`src/hdl/kse_pkg.sv`:
```
// shared widths, codes and status structs for the keypad scan and encoder decode block
package kse_pkg;

  localparam int ROW_W   = 3;
  localparam int PHASE_W = 2;
  localparam int COL_W   = 3;
  localparam int CODE_W  = 5;
  localparam int TURN_W  = 8;

  // active-low row bits within a column sample
  localparam int ROW_FIRST_BIT  = 1;
  localparam int ROW_SECOND_BIT = 2;
  localparam int ROW_THIRD_BIT  = 0;

  localparam logic [ROW_W-1:0]   ROWS_ALL_HIGH = 3'b111;

  // encoder phase codes
  localparam logic [PHASE_W-1:0] PHASE_BOTH_HIGH  = 2'b11;
  localparam logic [PHASE_W-1:0] PHASE_LEFT_FROM  = 2'b10;
  localparam logic [PHASE_W-1:0] PHASE_RIGHT_FROM = 2'b01;

  typedef struct packed {
    logic              press;
    logic [CODE_W-1:0] code;
    logic [CODE_W-1:0] held;
    logic [COL_W-1:0]  column;
  } scan_res_t;

  typedef struct packed {
    logic                     left;
    logic                     right;
    logic signed [TURN_W-1:0] turn;
  } enc_res_t;

endpackage

```
`src/hdl/kse_scan.sv`:
```
// keypad column sweep, row priority, press detect and held key tracking
module kse_scan #(
  parameter int NUM_COLUMNS = 6
) (
  input  logic                       clk,
  input  logic                       rst_n,
  input  logic                       step,
  input  logic [kse_pkg::ROW_W-1:0]  rows,
  output kse_pkg::scan_res_t         res
);

  localparam int CW = kse_pkg::CODE_W;
  localparam logic [CW-1:0] KEY_NONE   = CW'(3 * NUM_COLUMNS);
  localparam logic [CW-1:0] SECOND_ROW = CW'(NUM_COLUMNS);
  localparam logic [CW-1:0] THIRD_ROW  = CW'(2 * NUM_COLUMNS);
  localparam logic [kse_pkg::COL_W-1:0] LAST_COL = kse_pkg::COL_W'(NUM_COLUMNS - 1);

  logic [kse_pkg::COL_W-1:0] col_r, col_nxt;
  logic [kse_pkg::ROW_W-1:0] high_r, high_nxt;
  logic [CW-1:0]             held_r, held_nxt;
  logic [kse_pkg::ROW_W-1:0] high_now;
  logic [CW-1:0]             key;
  logic                      hit;

  always_comb begin
    high_now = high_r & rows;
    hit      = 1'b1;
    key      = CW'(col_r);
    // second row wins, then first, then third
    if (!rows[kse_pkg::ROW_SECOND_BIT]) begin
      key = SECOND_ROW + CW'(col_r);
    end else if (!rows[kse_pkg::ROW_FIRST_BIT]) begin
      key = CW'(col_r);
    end else if (!rows[kse_pkg::ROW_THIRD_BIT]) begin
      key = THIRD_ROW + CW'(col_r);
    end else begin
      hit = 1'b0;
    end

    held_nxt = hit ? key : held_r;
    if (col_r >= LAST_COL) begin
      // end of sweep: release only if no row went low anywhere
      if (high_now == kse_pkg::ROWS_ALL_HIGH) begin
        held_nxt = KEY_NONE;
      end
      high_nxt = kse_pkg::ROWS_ALL_HIGH;
      col_nxt  = '0;
    end else begin
      high_nxt = high_now;
      col_nxt  = col_r + kse_pkg::COL_W'(1);
    end

    res.press  = hit && (held_r == KEY_NONE);
    res.code   = res.press ? key : '0;
    res.held   = held_nxt;
    res.column = col_nxt;
  end

  always_ff @(posedge clk) begin
    if (!rst_n) begin
      col_r  <= '0;
      high_r <= kse_pkg::ROWS_ALL_HIGH;
      held_r <= KEY_NONE;
    end else if (step) begin
      col_r  <= col_nxt;
      high_r <= high_nxt;
      held_r <= held_nxt;
    end
  end

endmodule

```
`src/hdl/kse_enc.sv`:
```
// quadrature step detect and wrapping turn count
module kse_enc (
  input  logic                        clk,
  input  logic                        rst_n,
  input  logic                        step,
  input  logic [kse_pkg::PHASE_W-1:0] phase,
  output kse_pkg::enc_res_t           res
);

  logic [kse_pkg::PHASE_W-1:0]       prior_r;
  logic signed [kse_pkg::TURN_W-1:0] turn_r, turn_nxt;

  always_comb begin
    res.left  = (phase == kse_pkg::PHASE_BOTH_HIGH) && (prior_r == kse_pkg::PHASE_LEFT_FROM);
    res.right = (phase == kse_pkg::PHASE_BOTH_HIGH) && (prior_r == kse_pkg::PHASE_RIGHT_FROM);
    turn_nxt  = turn_r;
    if (res.left) begin
      turn_nxt = turn_r - kse_pkg::TURN_W'(1);
    end else if (res.right) begin
      turn_nxt = turn_r + kse_pkg::TURN_W'(1);
    end
    res.turn = turn_nxt;
  end

  always_ff @(posedge clk) begin
    if (!rst_n) begin
      prior_r <= '0;
      turn_r  <= '0;
    end else if (step) begin
      prior_r <= phase;
      turn_r  <= turn_nxt;
    end
  end

endmodule

```
`src/hdl/keypad_scan_and_encoder_decode.sv`:
```
// top level: keypad matrix scan with quadrature encoder decode on stream ports
//
//  channel  | direction | width     | contents
//  in_      | slave     | tdata 8   | one scan tick sample (rows, encoder phases)
//  out_     | master    | tdata 24  | column to drive, codes, held key, turn count
//           |           | tuser 1   | press_valid
//
// every tick passes through the update stage; an item is accepted each cycle while in_tready is high,
// and it moves through the input register, then the result register
// the scan and encoder state advance when an item moves from the input register
// into the result register, so state never runs ahead of delivered results
// a stalled out_tready holds the result register; one more item waits in the
// input register, then in_tready drops until the result is taken
// synchronous active-low reset clears both registers' valid flags and all state
module keypad_scan_and_encoder_decode #(
  parameter int NUM_COLUMNS = 6
) (
  input  logic        clk,
  input  logic        rst_n,
  input  logic        in_tvalid,
  output logic        in_tready,
  input  logic [7:0]  in_tdata,   // row_levels[2:0], phase_levels[4:3], zero [7:5]
  output logic        out_tvalid,
  input  logic        out_tready,
  output logic [23:0] out_tdata,  // drive_column[2:0], press_code[7:3], held_key[12:8],
                                  // turn_count[20:13], zero [23:21]
  output logic [0:0]  out_tuser   // press_valid[0]
);

  localparam int CW = kse_pkg::CODE_W;
  // encoder codes follow the three key rows
  localparam logic [CW-1:0] CODE_ENC_LEFT  = CW'(3 * NUM_COLUMNS);
  localparam logic [CW-1:0] CODE_ENC_RIGHT = CW'(3 * NUM_COLUMNS + 1);

  // input register
  logic                          s1_valid_r;
  logic [kse_pkg::ROW_W-1:0]     rows_r;
  logic [kse_pkg::PHASE_W-1:0]   phase_r;

  // result register
  logic                          out_valid_r;
  logic [23:0]                   out_data_r, out_data_nxt;
  logic                          press_valid_r, press_valid_nxt;

  logic                          in_fire;
  logic                          out_load;
  logic                          advance;

  kse_pkg::scan_res_t            scan_res;
  kse_pkg::enc_res_t             enc_res;
  logic [CW-1:0]                 code_nxt;

  assign out_load  = !out_valid_r || out_tready;
  assign advance   = s1_valid_r && out_load;
  assign in_tready = !s1_valid_r || out_load;
  assign in_fire   = in_tvalid && in_tready;

  kse_scan #(
    .NUM_COLUMNS (NUM_COLUMNS)
  ) u_scan (
    .clk   (clk),
    .rst_n (rst_n),
    .step  (advance),
    .rows  (rows_r),
    .res   (scan_res)
  );

  kse_enc u_enc (
    .clk   (clk),
    .rst_n (rst_n),
    .step  (advance),
    .phase (phase_r),
    .res   (enc_res)
  );

  // an encoder step overrides a key press of the same tick
  always_comb begin
    code_nxt        = scan_res.code;
    press_valid_nxt = scan_res.press || enc_res.left || enc_res.right;
    if (enc_res.left) begin
      code_nxt = CODE_ENC_LEFT;
    end else if (enc_res.right) begin
      code_nxt = CODE_ENC_RIGHT;
    end
    out_data_nxt = {3'b000, enc_res.turn, scan_res.held, code_nxt, scan_res.column};
  end

  always_ff @(posedge clk) begin
    if (!rst_n) begin
      s1_valid_r  <= 1'b0;
      out_valid_r <= 1'b0;
    end else begin
      if (in_fire) begin
        s1_valid_r <= 1'b1;
      end else if (advance) begin
        s1_valid_r <= 1'b0;
      end
      if (advance) begin
        out_valid_r <= 1'b1;
      end else if (out_tready) begin
        out_valid_r <= 1'b0;
      end
    end
    if (in_fire) begin
      rows_r  <= in_tdata[2:0];
      phase_r <= in_tdata[4:3];
    end
    if (advance) begin
      out_data_r    <= out_data_nxt;
      press_valid_r <= press_valid_nxt;
    end
  end

  assign out_tvalid = out_valid_r;
  assign out_tdata  = out_data_r;
  assign out_tuser  = press_valid_r;

`ifndef SYNTHESIS
  // held key is a valid index or the none code
  a_held_range: assert property (@(posedge clk) disable iff (!rst_n)
    out_valid_r |-> (out_data_r[12:8] <= CODE_ENC_LEFT))
    else $error("held key out of range");

  // no event means a zero code
  a_code_zero: assert property (@(posedge clk) disable iff (!rst_n)
    (out_valid_r && !press_valid_r) |-> (out_data_r[7:3] == '0))
    else $error("press code set without event");

  // driven column stays inside the matrix
  a_col_range: assert property (@(posedge clk) disable iff (!rst_n)
    out_valid_r |-> ({1'b0, out_data_r[2:0]} < 4'(NUM_COLUMNS)))
    else $error("drive column out of range");

  // input backpressure only when both registers are full and output stalls
  a_ready: assert property (@(posedge clk) disable iff (!rst_n)
    !in_tready |-> (s1_valid_r && out_valid_r && !out_tready))
    else $error("in_tready low without a full pipeline");
`endif

endmodule

```
`config.mk`:
```
export PLATFORM = sky130hd
export DESIGN_NAME = keypad_scan_and_encoder_decode
export DESIGN_NICKNAME = d
export VERILOG_FILES = /design/src/hdl/kse_pkg.sv /design/src/hdl/kse_scan.sv /design/src/hdl/kse_enc.sv /design/src/hdl/keypad_scan_and_encoder_decode.sv
export SDC_FILE = /design/constraint.sdc
export NUM_CORES = 1
export LEC_CHECK = 0
export BUFFER_PORTS_ARGS = -buffer_cell sky130_fd_sc_hd__buf_2
export CAP_MARGIN = 0
export CORE_ASPECT_RATIO = 0.5
export CORE_MARGIN = 1.5
export CORE_UTILIZATION = 58
export CTS_BUF_LIST = sky130_fd_sc_hd__clkbuf_2
export DETAILED_ROUTE_END_ITERATION = 7
export PLACE_DENSITY = 0.81
export SLEW_MARGIN = 10
export SYNTH_ARGS = -nofsm -noshare
export SYNTH_HDL_FRONTEND = slang
export SYNTH_SLANG_ARGS = --single-unit
```
`constraint.sdc`:
```
create_clock -name clk -period 1.8 [get_ports clk]
set_clock_uncertainty 0.2 [all_clocks]
set_input_delay 0.09 -clock clk [delete_from_list [all_inputs] [get_ports clk]]
set_output_delay 0.09 -clock clk [all_outputs]
set_load 0.05 [all_outputs]
```
==> flow_summary.ini <==
[status]
status = complete, no violations

[sta]
final-setup-viol-count = 0
final_hold_viol_count = 0
period_share_pct = 97.1
period_minus_slack_ns = 1.75
worst_pin_slew_ns = 0.580
slew_headroom_pct = 61.3
final_max_slew_viol_count = 0
fmax_mhz = 572

[power_and_ir_drop]
p_per_area_nw_per_um2 = 808
leakage_nw = 1.22
vdd_drop_max_uv = 373

[hold_path]
hp-class = in2reg
whs_path_depth = 2

[placement]
placed_area_um2 = 2720
hpwl_um = 3450
gp_congestion = 0.948
port_buffers = 32
dp_cells = 332

[logic_synthesis]
syn_inst = 245
yosysWarnings = 0
async_reset_ff_share_pct = 0
syn_avg_cell_area_um2 = 10.0
synth.distinct_cells = 42
seq_area_frac_synth_pct = 51.7
synth_edf_count = 27
synth_ff_type = edfxtp_1
ys_ff_latch = 50
syn_area_um2 = 2460

[final_layout]
antenna_cells_inserted = 0
fillers = 270
register_area_um2 = 1280
drive_gt1_share_pct = 25.1
fin_util_pct = 74.2
multi_input_area_um2 = 1080
stdcell_count = 353
finalInstanceArea_um2 = 2950
area_growth_pct = 20.2
final_nets = 318

[cts]
cts_made_buffers = 5
clkSlewWorstSetupHoldPaths_ns = 0.27
htree_num_levels = 2
clkLatencyLatePin_ns = 0.43
clockBufferDepth = 2
cts_sinks = 50
clockRootBuffer = clkbuf_2
cts_tree = built

[setup_path]
required_ns = 1.94
startpoint_type = input port
crit_type = in2reg
rr_worst_depth = 5
crit_path_end_kind = register
crit_fanout = 15
worstPathArrival_ns = 1.89

[detailed_routing]
dr.first_iter.drc_count = 85
vias = 1993
drc = 0
wire_per_inst_um = 14.5
dr.pass1.iters = 4
drtAntennaViolNets = 0
routed_wl_um = 5120
vias_per_cell = 5.65

[die]
die_h_um = 49.0
die_area_um2 = 4660
io_pins = 39
fp-row-count = 16
initial_core_util_pct = 61.7
die-width_um = 95.1
coreArea_um2 = 3980

[global_route]
antenna_found_initial = 0
grt_pass1_vias = 1957
grt_use_total_pct = 23.9
globalRouteOverflowTotal = 0
grt_max_degree = 26
grt_pass1_wl_um = 8520

[run]
cap_violations = 0
cell usage in the layout, fill, tap and decap left out, types with 2 or more instances in the layout:
master          n
nand2b_1        5
and4b_2         2
bufinv_16       2
mux2i_1         6
buf_2          32
ha_1            8
nand4_1         5
dlygate4sd3_1  10
buf_4          17
clkbuf_2        5
a21oi_1        22
edfxtp_1       27
o21ai_0         8
and2_1          3
inv_1           9
a31oi_1         3
and3_1          4
nor2_1         20
nand3b_1        2
xnor2_1         5
conb_1          3
nand4b_1        2
a21oi_2         3
nand2_1        31
a211oi_1        2
xor2_1          6
nand3_1        10
dfxtp_2         5
nand2_2         3
dfxtp_1        18
o22ai_1         2
or3_1           3
cells in the mapped netlist, types with 6 or more instances:
| cell | n | area share [%] |
|---|---|---|
| mux2i_1 | 6 | 2.4 |
| edfxtp_1 | 27 | 33 |
| ha_1 | 8 | 4.1 |
| o21ai_0 | 8 | 1.6 |
| nor2_1 | 20 | 3.1 |
| nand3_1 | 10 | 2.0 |
| xor2_1 | 6 | 2.1 |
| a21oi_1 | 25 | 5.1 |
| nand2_1 | 33 | 5.0 |
| dfxtp_1 | 23 | 19 |
| inv_1 | 9 | 1.4 |
area by class of cell:
cell class	count	share of cell area, %
multi-input combinational	172	36.5
clock buffer	5	0.847
tap	54	2.29
inverter	9	1.14
sequential	50	43.2
timing repair buffer	60	13.8
clock inverter	3	2.16
per-stage QoR:
stage,setup TNS (ns),power [mW],worst slack [ns],hold slack [ns]
2_1_floorplan,0,1.57,0.0600,-0.0111
3_3_place_gp,0,1.64,0.0695,0.0666
3_5_place_dp,-0.0000470,1.65,-0.0000470,0.0681
4_1_cts,0,2.38,0.0389,0.143
5_1_grt,-0.105,2.48,-0.0459,0.117
6_report,0,2.39,0.0525,0.154
flip-flops by register name (all words and copies together) (netlist names), 2 cells and up:
register and cells:
u_enc.turn_r 8, u_scan.col_r 3, rows_r 3, u_scan.high_r 3, u_scan.held_r 5, out_tdata 21
phase_r 2, u_enc.prior_r 2
path summary, 6_finish.rpt:
kind,startpoint,endpoint,slack [ns]
setup reg to reg,u_enc.prior_r[1],u_enc.turn_r[0],0.06
hold / removal,in_tdata[3],phase_r[0],0.15
hold reg to reg,u_scan.high_r[0],u_scan.high_r[0],0.28
setup / recovery,rst_n,out_tvalid,0.05
cells by family after synthesis:
| family | share of synthesized area, % |
|---|---|
| xor gates and xnor gates | 3.92 |
| other | 0.153 |
| adders and majority gates | 4.07 |
| buffers and inverters | 5.75 |
| and+or+nand+nor | 20.1 |
| AOI/OAI and AO/OA | 11.9 |
| DFF | 51.7 |
| muxes | 2.44 |
critical path: stages:
cell and delay, ns:
dlygate4sd3_1 0.54, buf_2 0.13, inv_1 0.42, nor2_1 0.12, dlygate4sd3_1 0.57
power by group:
group | switching (mW) | internal [mW]
sequential | 0.0260 | 1.26
combinational | 0.254 | 0.122
clock | 0.355 | 0.369
repair_timing:
action	CTS	global route
gates resized for setup	1	10
hold buffers	10	0
endpoints found under the setup margin	1	14
pin swaps	0	3
endpoints found under the hold margin	21	0
setup buffers	0	3
per-layer routing:
layer  share of wire [%]  GRT usage, %  vias to the layer above  routed length [µm]
met5                   0             0                        -                   0
met4                 2.2          7.71                        0                 110
met3                 5.8          5.92                       15                 298
met2                  52          43.3                       63                2680
met1                  40          27.6                      951                2020
li1                    -             -                      964                   -
Power figures use the tool's default switching activity.
